[src/rtl/tsat_pkg.sv]
// ----------------------------------------------------------------------------
// TLB shootdown tracker package
// Shared types and codes for the shootdown acknowledgement tracker.
// ----------------------------------------------------------------------------
`default_nettype none

package tsat_pkg;

  // Field widths fixed by the item formats
  localparam int unsigned CORE_W = 6;
  localparam int unsigned MASK_W = 64;
  localparam int unsigned ADDR_W = 64;
  localparam int unsigned SEQ_W  = 64;
  localparam int unsigned TICK_W = 32;
  localparam int unsigned CFG_W  = 64;
  localparam int unsigned CFGI_W = 3;

  // Stream widths: request is 72 bits, result 260 bits padded to 264
  localparam int unsigned IN_W     = 72;
  localparam int unsigned OUT_W    = 260;
  localparam int unsigned OUT_PADW = 264;

  // Request kinds
  typedef enum logic [1:0] {
    REQ_START   = 2'd0,
    REQ_SERVICE = 2'd1,
    REQ_TICK    = 2'd2,
    REQ_NOP     = 2'd3
  } req_e;

  // Result status codes
  typedef enum logic [2:0] {
    STS_NONE          = 3'd0,
    STS_STARTED       = 3'd1,
    STS_COMPLETE      = 3'd2,
    STS_BUSY          = 3'd3,
    STS_NO_TARGETS    = 3'd4,
    STS_TIMEOUT       = 3'd5,
    STS_SEQ_EXHAUSTED = 3'd6
  } status_e;

  // Configuration register indexes
  typedef enum logic [2:0] {
    CFG_CORE_ENABLE = 3'd0,
    CFG_SELF_CORE   = 3'd1,
    CFG_SD_ENABLE   = 3'd2,
    CFG_RETRY       = 3'd3,
    CFG_TIMEOUT     = 3'd4
  } cfg_idx_e;

  // Request item, last field in the lowest bits
  typedef struct packed {
    logic [CORE_W-1:0] core_index;
    logic [ADDR_W-1:0] flush_address;
    req_e              req_type;
  } item_t;

  // Result item, last field in the lowest bits
  typedef struct packed {
    logic [SEQ_W-1:0]  sequence_now;
    logic [MASK_W-1:0] pending_mask;
    logic [ADDR_W-1:0] flush_target;
    logic              flush_valid;
    logic [MASK_W-1:0] ipi_mask;
    status_e           status;
  } result_t;

  // Commands from the controller to the datapath
  typedef struct packed {
    logic capture;
    logic exec;
  } cmd_t;

endpackage

`default_nettype wire

[src/rtl/tsat_ctrl.sv]
// ----------------------------------------------------------------------------
// TLB shootdown tracker controller
// Sequences capture and execution of one request and owns the result valid.
// ----------------------------------------------------------------------------
`default_nettype none

module tsat_ctrl (
  input  wire logic          clk_i,
  input  wire logic          rst_ni,
  input  wire logic          in_valid_i,
  output logic               in_ready_o,
  output logic               out_valid_o,
  input  wire logic          out_ready_i,
  output tsat_pkg::cmd_t     cmd_o
);

  typedef enum logic {
    ST_IDLE,
    ST_EXEC
  } state_e;

  state_e state_q;
  logic   out_valid_q;
  logic   exec_go;

  // Execute only when the result register is free or being drained
  always_comb begin
    in_ready_o    = (state_q == ST_IDLE);
    exec_go       = (state_q == ST_EXEC) && (!out_valid_q || out_ready_i);
    cmd_o.capture = in_valid_i && in_ready_o;
    cmd_o.exec    = exec_go;
    out_valid_o   = out_valid_q;
  end

  // State and result valid
  always_ff @(posedge clk_i or negedge rst_ni) begin
    if (!rst_ni) begin
      state_q     <= ST_IDLE;
      out_valid_q <= 1'b0;
    end else begin
      case (state_q)
        ST_IDLE: begin
          if (cmd_o.capture) begin
            state_q <= ST_EXEC;
          end
        end
        ST_EXEC: begin
          if (exec_go) begin
            state_q <= ST_IDLE;
          end
        end
        default: begin
          state_q <= ST_IDLE;
        end
      endcase
      if (exec_go) begin
        out_valid_q <= 1'b1;
      end else if (out_ready_i) begin
        out_valid_q <= 1'b0;
      end
    end
  end

  // A captured request always moves to the execution state next
  a_capture_to_exec: assert property (@(posedge clk_i) disable iff (!rst_ni)
    cmd_o.capture |=> (state_q == ST_EXEC))
    else $error("captured request did not move to execution");

  // Execution always presents a result
  a_exec_gives_result: assert property (@(posedge clk_i) disable iff (!rst_ni)
    cmd_o.exec |=> out_valid_q)
    else $error("execution did not present a result");

  // A pending undrained result blocks execution
  a_no_overwrite: assert property (@(posedge clk_i) disable iff (!rst_ni)
    (out_valid_q && !out_ready_i) |-> !cmd_o.exec)
    else $error("result overwritten before it was taken");

endmodule

`default_nettype wire

[src/rtl/tsat_datapath.sv]
// ----------------------------------------------------------------------------
// TLB shootdown tracker datapath
// Configuration registers, shootdown state and the result register.
// ----------------------------------------------------------------------------
`default_nettype none

module tsat_datapath #(
  parameter int unsigned MAX_TARGETS = 64
) (
  input  wire logic                         clk_i,
  input  wire logic                         rst_ni,
  input  wire logic                         cfg_we_i,
  input  wire logic [tsat_pkg::CFGI_W-1:0]  cfg_index_i,
  input  wire logic [tsat_pkg::CFG_W-1:0]   cfg_wdata_i,
  input  wire tsat_pkg::item_t              item_i,
  input  wire tsat_pkg::cmd_t               cmd_i,
  output tsat_pkg::result_t                 result_o
);

  localparam int unsigned MW = tsat_pkg::MASK_W;
  localparam int unsigned TW = tsat_pkg::TICK_W;
  localparam int unsigned CW = tsat_pkg::CORE_W;

  // Cores that exist for this build
  localparam logic [MW-1:0] RANGE_MASK = (MAX_TARGETS >= MW) ? {MW{1'b1}} :
                                         ((MW'(1) << MAX_TARGETS) - MW'(1));
  localparam logic [CW:0]   CORE_LIMIT = (CW+1)'(MAX_TARGETS);

  // Configuration registers
  logic [MW-1:0]            enable_q;
  logic [CW-1:0]            self_q;
  logic                     sd_en_q;
  logic [TW-1:0]            retry_lim_q;
  logic [TW-1:0]            timeout_lim_q;

  // Shootdown state
  tsat_pkg::item_t          item_q;
  logic [tsat_pkg::SEQ_W-1:0]  seq_q, seq_d;
  logic [MW-1:0]            target_q, target_d;
  logic [MW-1:0]            acked_q, acked_d;
  logic [tsat_pkg::ADDR_W-1:0] addr_q, addr_d;
  logic                     busy_q, busy_d;
  logic [TW-1:0]            retry_q, retry_d;
  logic [TW-1:0]            timeout_q, timeout_d;
  tsat_pkg::result_t        result_q, result_d;

  // Working values
  logic [MW-1:0]            targets;
  logic [MW-1:0]            core_bit;
  logic [MW-1:0]            acked_new;
  logic [TW-1:0]            retry_inc;
  logic [TW-1:0]            timeout_inc;
  logic [TW-1:0]            retry_lim;
  logic [TW-1:0]            timeout_lim;
  logic                     use_report;
  logic [MW-1:0]            report;

  // Configuration writes; indexes past the list are ignored
  always_ff @(posedge clk_i or negedge rst_ni) begin
    if (!rst_ni) begin
      enable_q      <= '0;
      self_q        <= '0;
      sd_en_q       <= 1'b0;
      retry_lim_q   <= TW'(10);
      timeout_lim_q <= TW'(5000);
    end else if (cfg_we_i) begin
      case (cfg_index_i)
        tsat_pkg::CFG_CORE_ENABLE: enable_q      <= cfg_wdata_i;
        tsat_pkg::CFG_SELF_CORE:   self_q        <= cfg_wdata_i[CW-1:0];
        tsat_pkg::CFG_SD_ENABLE:   sd_en_q       <= cfg_wdata_i[0];
        tsat_pkg::CFG_RETRY:       retry_lim_q   <= cfg_wdata_i[TW-1:0];
        tsat_pkg::CFG_TIMEOUT:     timeout_lim_q <= cfg_wdata_i[TW-1:0];
        default: ;
      endcase
    end
  end

  // Request execution. A core's last-seen sequence lags the current one
  // exactly when it is targeted and has not yet acknowledged, so the acked
  // mask stands in for the per-core last-seen store.
  always_comb begin
    seq_d      = seq_q;
    target_d   = target_q;
    acked_d    = acked_q;
    addr_d     = addr_q;
    busy_d     = busy_q;
    retry_d    = retry_q;
    timeout_d  = timeout_q;
    use_report = 1'b0;
    report     = target_q & ~acked_q;

    result_d              = '0;
    result_d.status       = tsat_pkg::STS_NONE;

    targets = '0;
    if (sd_en_q && ({1'b0, self_q} < CORE_LIMIT)) begin
      targets = enable_q & RANGE_MASK & ~(MW'(1) << self_q);
    end
    core_bit    = MW'(1) << item_q.core_index;
    acked_new   = acked_q | core_bit;
    retry_inc   = retry_q + TW'(1);
    timeout_inc = timeout_q + TW'(1);
    retry_lim   = (retry_lim_q == '0) ? TW'(1) : retry_lim_q;
    timeout_lim = (timeout_lim_q == '0) ? TW'(1) : timeout_lim_q;

    case (item_q.req_type)
      tsat_pkg::REQ_START: begin
        if (busy_q) begin
          result_d.status = tsat_pkg::STS_BUSY;
        end else if (targets == '0) begin
          result_d.status = tsat_pkg::STS_NO_TARGETS;
        end else if (seq_q == {tsat_pkg::SEQ_W{1'b1}}) begin
          result_d.status = tsat_pkg::STS_SEQ_EXHAUSTED;
        end else begin
          seq_d             = seq_q + tsat_pkg::SEQ_W'(1);
          addr_d            = item_q.flush_address;
          target_d          = targets;
          acked_d           = '0;
          busy_d            = 1'b1;
          retry_d           = '0;
          timeout_d         = '0;
          result_d.status   = tsat_pkg::STS_STARTED;
          result_d.ipi_mask = targets;
        end
      end
      tsat_pkg::REQ_SERVICE: begin
        if (target_q[item_q.core_index] && !acked_q[item_q.core_index]) begin
          result_d.flush_valid  = 1'b1;
          result_d.flush_target = addr_q;
          acked_d               = acked_new;
          if ((acked_new & target_q) == target_q) begin
            result_d.status = tsat_pkg::STS_COMPLETE;
            busy_d          = 1'b0;
            target_d        = '0;
            acked_d         = '0;
            retry_d         = '0;
            timeout_d       = '0;
          end
        end
      end
      tsat_pkg::REQ_TICK: begin
        if (busy_q) begin
          if (timeout_inc >= timeout_lim) begin
            result_d.status = tsat_pkg::STS_TIMEOUT;
            use_report      = 1'b1;
            busy_d          = 1'b0;
            target_d        = '0;
            acked_d         = '0;
            retry_d         = '0;
            timeout_d       = '0;
          end else if (retry_inc >= retry_lim) begin
            result_d.ipi_mask = target_q & ~acked_q;
            retry_d           = '0;
            timeout_d         = timeout_inc;
          end else begin
            retry_d   = retry_inc;
            timeout_d = timeout_inc;
          end
        end
      end
      default: ;
    endcase

    result_d.pending_mask = use_report ? report : (target_d & ~acked_d);
    result_d.sequence_now = seq_d;
  end

  // Request capture and result payload
  always_ff @(posedge clk_i) begin
    if (cmd_i.capture) begin
      item_q <= item_i;
    end
    if (cmd_i.exec) begin
      result_q <= result_d;
      addr_q   <= addr_d;
    end
  end

  // Tracker control state
  always_ff @(posedge clk_i or negedge rst_ni) begin
    if (!rst_ni) begin
      seq_q     <= '0;
      target_q  <= '0;
      acked_q   <= '0;
      busy_q    <= 1'b0;
      retry_q   <= '0;
      timeout_q <= '0;
    end else if (cmd_i.exec) begin
      seq_q     <= seq_d;
      target_q  <= target_d;
      acked_q   <= acked_d;
      busy_q    <= busy_d;
      retry_q   <= retry_d;
      timeout_q <= timeout_d;
    end
  end

  assign result_o = result_q;

  // Acknowledgements only ever come from targeted cores
  a_acked_in_targets: assert property (@(posedge clk_i) disable iff (!rst_ni)
    (acked_q & ~target_q) == '0)
    else $error("acknowledgement from a core that was not targeted");

  // An idle tracker holds no targets
  a_idle_no_targets: assert property (@(posedge clk_i) disable iff (!rst_ni)
    !busy_q |-> (target_q == '0))
    else $error("targets held while no shootdown is active");

  // An active shootdown always carries a non-zero sequence number
  a_busy_has_seq: assert property (@(posedge clk_i) disable iff (!rst_ni)
    busy_q |-> (seq_q != '0))
    else $error("shootdown active with sequence zero");

endmodule

`default_nettype wire

[src/rtl/tlb_shootdown_ack_tracker_unit.sv]
// Operation: a request is captured into the item register and then executed,
// which registers its result; no new request is accepted until the captured
// one has executed, and a result waiting downstream holds execution of the
// next captured request.
// Reset: configuration returns to its defaults, the tracker is idle with
// sequence zero and no targets; the block accepts requests right after reset.
// ----------------------------------------------------------------------------
// TLB shootdown acknowledgement tracker
// Runs one shootdown at a time, tracks acknowledgements, retries and timeout.
// ----------------------------------------------------------------------------
`default_nettype none

module tlb_shootdown_ack_tracker_unit #(
  parameter int unsigned MAX_TARGETS = 64
) (
  input  wire logic                          clk_i,
  input  wire logic                          rst_ni,
  // Configuration write port
  input  wire logic                          cfg_we_i,
  input  wire logic [tsat_pkg::CFGI_W-1:0]   cfg_index_i,
  input  wire logic [tsat_pkg::CFG_W-1:0]    cfg_wdata_i,
  // Request stream
  input  wire logic                          s_axis_tvalid,
  output logic                               s_axis_tready,
  // tdata: req_type[1:0], flush_address[65:2], core_index[71:66]
  input  wire logic [tsat_pkg::IN_W-1:0]     s_axis_tdata,
  // Result stream
  output logic                               m_axis_tvalid,
  input  wire logic                          m_axis_tready,
  // tdata: status[2:0], ipi_mask[66:3], flush_valid[67], flush_target[131:68],
  // pending_mask[195:132], sequence_now[259:196], zero[263:260]
  output logic [tsat_pkg::OUT_PADW-1:0]      m_axis_tdata
);

  tsat_pkg::cmd_t    cmd;
  tsat_pkg::item_t   item;
  tsat_pkg::result_t result;

  assign item = tsat_pkg::item_t'(s_axis_tdata);

  // Controller
  tsat_ctrl u_ctrl (
    .clk_i       (clk_i),
    .rst_ni      (rst_ni),
    .in_valid_i  (s_axis_tvalid),
    .in_ready_o  (s_axis_tready),
    .out_valid_o (m_axis_tvalid),
    .out_ready_i (m_axis_tready),
    .cmd_o       (cmd)
  );

  // Datapath
  tsat_datapath #(
    .MAX_TARGETS (MAX_TARGETS)
  ) u_datapath (
    .clk_i       (clk_i),
    .rst_ni      (rst_ni),
    .cfg_we_i    (cfg_we_i),
    .cfg_index_i (cfg_index_i),
    .cfg_wdata_i (cfg_wdata_i),
    .item_i      (item),
    .cmd_i       (cmd),
    .result_o    (result)
  );

  assign m_axis_tdata = {{(tsat_pkg::OUT_PADW - tsat_pkg::OUT_W){1'b0}}, result};

endmodule

`default_nettype wire

[config.mk]
export PLATFORM = sky130hd
export DESIGN_NAME = tlb_shootdown_ack_tracker_unit
export DESIGN_NICKNAME = d
export VERILOG_FILES = /design/src/rtl/tsat_pkg.sv /design/src/rtl/tsat_ctrl.sv /design/src/rtl/tsat_datapath.sv /design/src/rtl/tlb_shootdown_ack_tracker_unit.sv
export SDC_FILE = /design/constraint.sdc
export NUM_CORES = 2
export LEC_CHECK = 0
export ABC_CLOCK_PERIOD_IN_PS = 10800
export BUFFER_PORTS_ARGS = -buffer_cell sky130_fd_sc_hd__buf_4
export CAP_MARGIN = 40
export CORE_ASPECT_RATIO = 1.5
export CORE_MARGIN = 3
export CORE_UTILIZATION = 40
export DETAILED_ROUTE_END_ITERATION = 6
export PLACE_DENSITY_LB_ADDON = 0.12
export SYNTH_ARGS = -nofsm -noshare
export SYNTH_HDL_FRONTEND = slang
export SYNTH_SLANG_ARGS = --single-unit
[constraint.sdc]
create_clock -name clk_i -period 10.8 [get_ports clk_i]
set_input_delay 0.54 -clock clk_i [delete_from_list [all_inputs] [get_ports clk_i]]
set_output_delay 0.54 -clock clk_i [all_outputs]
set_load 0.02 [all_outputs]
## Yosys cells after proc, flatten, opt, wreduce, memory -nomap -nowiden

Cells that the tools add are included.

- Register bits: 790
- Input bits: 144

- Add/sub/neg operators: 3
- Order comparisons: 3
- Eq/ne operators: 14
- Shift-type cells: 2
- Mux-type cells: 71
- Bitwise gates (word level): 12
- Reduce and logical (&&, ||, !) cells: 22

Operators by type and width:

| kind | count |
|---|---|
| $mux W64 | 25 |
| $mux W32 | 12 |
| $pmux W64 S3 | 2 |
| $and A64 B64 Y64 | 4 |
| $not A64 Y64 | 3 |
| $pmux W32 S3 | 2 |
| $pmux W64 S2 | 1 |
| $shl A1 B6 Y64 const A | 2 |
| $mux W67 | 1 |
| $add A32 B1 Y32 const B | 2 |
| $add A64 B1 Y64 const B | 1 |
| $eq A64 B64 Y1 | 1 |
| $eq A64 B64 Y1 const B | 1 |
| $ge A32 B32 Y1 | 2 |
| $logic_not A32 Y1 | 2 |
| $logic_not A64 Y1 | 1 |
| $or A64 B64 Y64 | 1 |
| $mux W1 | 17 |
| $bmux W1 S6 | 2 |
| $mux W3 | 4 |
| $reduce_and A2 Y1 | 6 |
| $pmux W3 S3 | 1 |
| $reduce_and A8 Y1 | 1 |
| $lt A6 B7 Y1 const B | 1 |
| 20 further kinds | 32 |

## Logic depth before layout (Yosys ltp)

- Depth after elaboration: 11
- Mapped depth: 22

## By module

Synthesis repeated with hierarchy kept, for this count alone.

- Cells, all modules: 3294
- Area, all modules: 37846.3 um^2

By module, submodules not included:

| module | instances | cells an instance | area an instance (um^2) | seq. area each (um^2) |
|---|---|---|---|---|
| tsat_datapath | 1 | 3280 | 37711.2 | 21709.6 |
| tsat_ctrl | 1 | 9 | 101.3 | 50.0 |
| tlb_shootdown_ack_tracker_unit | 1 | 5 | 33.8 | 0.0 |

## Worst setup path before layout

No wires, ideal clock.

- Kind: input-to-reg
- From: in m_axis_tready
- To: reg u_datapath.acked_q[1]
- Library setup time: 0.099 ns
- Arrival: 8.812 ns
- Required time: 10.701 ns
- Setup slack: 1.888 ns
- Stages: 6
- Path buffers: 1
- Path through: nand2b_1 -> nand2_1 -> inv_2 -> clkbuf_1 -> a21oi_1 -> nor2_1

RTL lines:

| item | line | source |
|---|---|---|
| from (decl) | tlb_shootdown_ack_tracker_unit.sv:29 | `input wire logic m_axis_tready,` |
| to (signal assigned) | tsat_datapath.sv:191 | `acked_q <= acked_d;` |
| to (decl) | tsat_datapath.sv:40 | `logic [MW-1:0] acked_q, acked_d;` |

==> results.txt <==
MaxCap Viol Count: 0
post-synth top area share: 31.2%
ys async rst share: 49.9%
clk_lat worst skew: 0.67 ns
synth top area cells: edfxtp_1 (31%), dfrtp_1 (25%), mux2_2 (3.0%)
clk sinks: 790
antenna violation net count after detailed routing: 0
number of global-route vias before repair: 28,900
drt via density: 5.70
Max Slew Vio Count: 0
Yosys cell types: 93
Clock Path Buffers: 3
hold crit path type: in -> reg
post-synthesis sequential area ratio: 57.0%
Fin. Hold Viols: 0
TritonCTS clock tree: built
Pwr per Cell Area: 191 nW/um^2
M3 GR Usage: 4.22%
Most Used Layer, Global Route: met2
Post-synth EDFFs: 396
Synth-to-Final Area Change: 19.4%
Worst Path Arrival: 6.60 ns
met1 Track Usage GR: 31.3%
crit share post-route: 57.3%
Starting Density: 40.4%
port bufs: 405
DRT iter0 DRCs: 2,154
VDD IR max: 0.000111 V
synth warn: 0
post-layout utilization of the core: 48.2%
CP Launch Type: register
Die Area: 99,200 um^2
setup violators final: 0
die height: 384 um
routed via count: 29,200
WL final: 136,000 um
Worst EP required: 11.21 ns
setup TNS: 0 ns
post-route minimum period: 6.19 ns
main flop type after synthesis: edfxtp_1
cell taking the most area after synthesis: edfxtp_1
nets@finish: 4,018
root buf cell: clkbuf_16
Initial DRT Pass Iterations: 7
# fillers: 8,710
Die W: 258 um
initial antenna violation count: 0
status: finished clean
wire length per cell: 26.5 um
CTS Buf Count: 80
RSZ-0062 raised after global routing: false
met2 Use GR: 47.5%
Crit Path Class: reg -> reg
DRC: 0
worst slew pin tran: 0.935 ns
CTS resizes: 0
relative slew slack: 37.1%
Post-Synthesis Cells: 3,430
area of the core: 94,400 um^2
share of cells above drive strength 1: 20.8%
Tot GR Track Use: 27.0%
dpl cell area: 42,800 um^2
H-tree depth: 3
Reg clk slew, reported paths: 0.07 ns
largest net degree at the start of global routing: 90
Placer Congestion: 0.981
GRT overflow: 0
Mapped Area: 38,100 um^2
critical path capture point type: register
Setup Skew: 0.0317 ns
Yosys reg bits: 790
Peak Freq: 162 MHz
first-pass GRT wire length: 197,000 um
Final Cell Area: 45,500 um^2
dpl hpwl: 99,300 um
leak pwr: 0.0184 uW
Ports: 410
Mapped Avg Cell Area: 11.1 um^2
Max FO, Critical Path: 46
Row Count: 138
[kinds of logic after synthesis]
| logic type | share of synthesized area [%] |
|---|---|
| xor+xnor | 4.22 |
| compound gates | 12.6 |
| simple gates | 16.3 |
| buf+inv | 3.43 |
| flops | 57.0 |
| fa+ha+maj | 2.36 |
| other cells | 0.00983 |
| mux | 4.00 |
[layout by cell type (no fill, tap or decap), drive strengths merged, types with 71 or more instances in the layout]
| master | n |
|---|---|
| o21ai | 178 |
| clkbuf | 104 |
| ha | 72 |
| nand3 | 141 |
| o22ai | 71 |
| nand2b | 111 |
| nor2 | 255 |
| buf | 491 |
| xnor2 | 107 |
| a21oi | 144 |
| mux2 | 103 |
| xor2 | 77 |
| edfxtp | 396 |
| dfrtp | 387 |
| and2 | 88 |
| nand2 | 302 |
| inv | 110 |
[path summary, 6_finish.rpt]
kind,from,end,slack [ns],depth (start not counted)
worst min register to register,u_datapath.item_q[40],u_datapath.addr_q[38],0.41,0
worst max register to register,u_datapath.timeout_q[0],u_datapath.result_o[137],4.61,19
worst min-delay path,s_axis_tdata[70],u_datapath.item_q[70],0.06,1
max in group asynchronous,rst_ni,u_datapath.timeout_lim_q[12],8.26,5
min in group asynchronous,rst_ni,u_datapath.seq_q[38],0.41,2
worst max-delay path,u_datapath.timeout_q[0],u_datapath.result_o[137],4.61,19
[cell type report]
cell class	instances	area, um^2	area share (%)
Antenna cell	1	2.50	0.00550
Clock buffer	103	2210	4.85
Clock inverter	42	543	1.19
Inverter	104	398	0.874
Multi-Input combinational cell	2332	15200	33.4
Sequential cell	790	21800	47.8
Tap cell	1260	1580	3.46
Timing Repair Buffer	494	3860	8.48
[repair_timing]
action                                 CTS  global route
hold buffers                             1             0
endpoints found under the hold margin   80             0
setup buffers                            0             0
[state kept, by name (all words and copies together), names as in the netlist]
name                      count
u_datapath.retry_lim_q       32
u_ctrl.out_valid_o            1
u_datapath.addr_q            64
u_ctrl.state_q                1
u_datapath.seq_q             64
u_datapath.retry_q           32
u_datapath.timeout_lim_q     32
u_datapath.timeout_q         32
u_datapath.target_q          64
u_datapath.self_q             6
u_datapath.sd_en_q            1
u_datapath.busy_q             1
u_datapath.item_q            72
u_datapath.result_o         260
u_datapath.acked_q           64
u_datapath.enable_q          64
[cells in the mapped netlist (16+ instances only)]
| cell | count |
|---|---|
| a22o_1 | 22 |
| and3_1 | 38 |
| o21a_1 | 27 |
| or2_2 | 16 |
| nand4_1 | 52 |
| nor4_1 | 41 |
| nand3_1 | 141 |
| clkbuf_1 | 131 |
| o2bb2ai_1 | 50 |
| buf_2 | 50 |
| xnor2_1 | 107 |
| o22ai_1 | 71 |
| a21oi_1 | 144 |
| o21ai_1 | 65 |
| inv_1 | 103 |
| nor2b_1 | 32 |
| nand2_1 | 302 |
| a31oi_1 | 51 |
| o211ai_1 | 46 |
| nor3_1 | 60 |
| nor2_1 | 255 |
| ha_1 | 72 |
| o31ai_1 | 16 |
| mux2_2 | 103 |
| nand2b_1 | 111 |
| edfxtp_1 | 396 |
| and2_1 | 87 |
| xor2_1 | 77 |
| o21ai_0 | 111 |
| dfrtp_1 | 387 |
[metal layers]
metal	wire length, um	vias up
met5	0	-
met4	8230	0
met3	8210	317
met2	68800	1230
met1	50400	14400
li1	-	13300
[metrics by stage]
step | cells | worst slack (ns) | hold WS (ns) | power [uW]
finish | 5126 | 4.61 | 0.0583 | 8720
global placement | 4955 | 4.70 | 0.401 | 5760
detailed placement | 4978 | 4.68 | 0.405 | 5800
CTS | 5124 | 4.64 | 0.00222 | 8770
floorplan | 3433 | 1.89 | 0.244 | 4930
global route | 5125 | 4.17 | 0.0164 | 9050
[report_power, final]
part           internal (uW)  switching [uW]
logic                    657            1250
registers               3570             287
clock network           1720            1230
[critical path, stage by stage (launching register included)]
cell and delay [ns]:
dfrtp_1 0.42, nand3_1 0.23, nor3_1 0.53, nand3_1 0.23, nor2_1 0.32, and4_1 0.29
nand2_1 0.11, nor2_1 0.16, xor2_1 0.17, ha_1 0.27, a21o_1 0.19, a21o_1 0.17
a211oi_1 0.30, o2111ai_1 0.24, a21oi_1 0.19, o21ai_1 0.11, nand2_2 0.60, buf_4 0.61
nor2_1 0.29, a221o_1 0.41
Note: power is estimated with default switching activity, not from simulation.
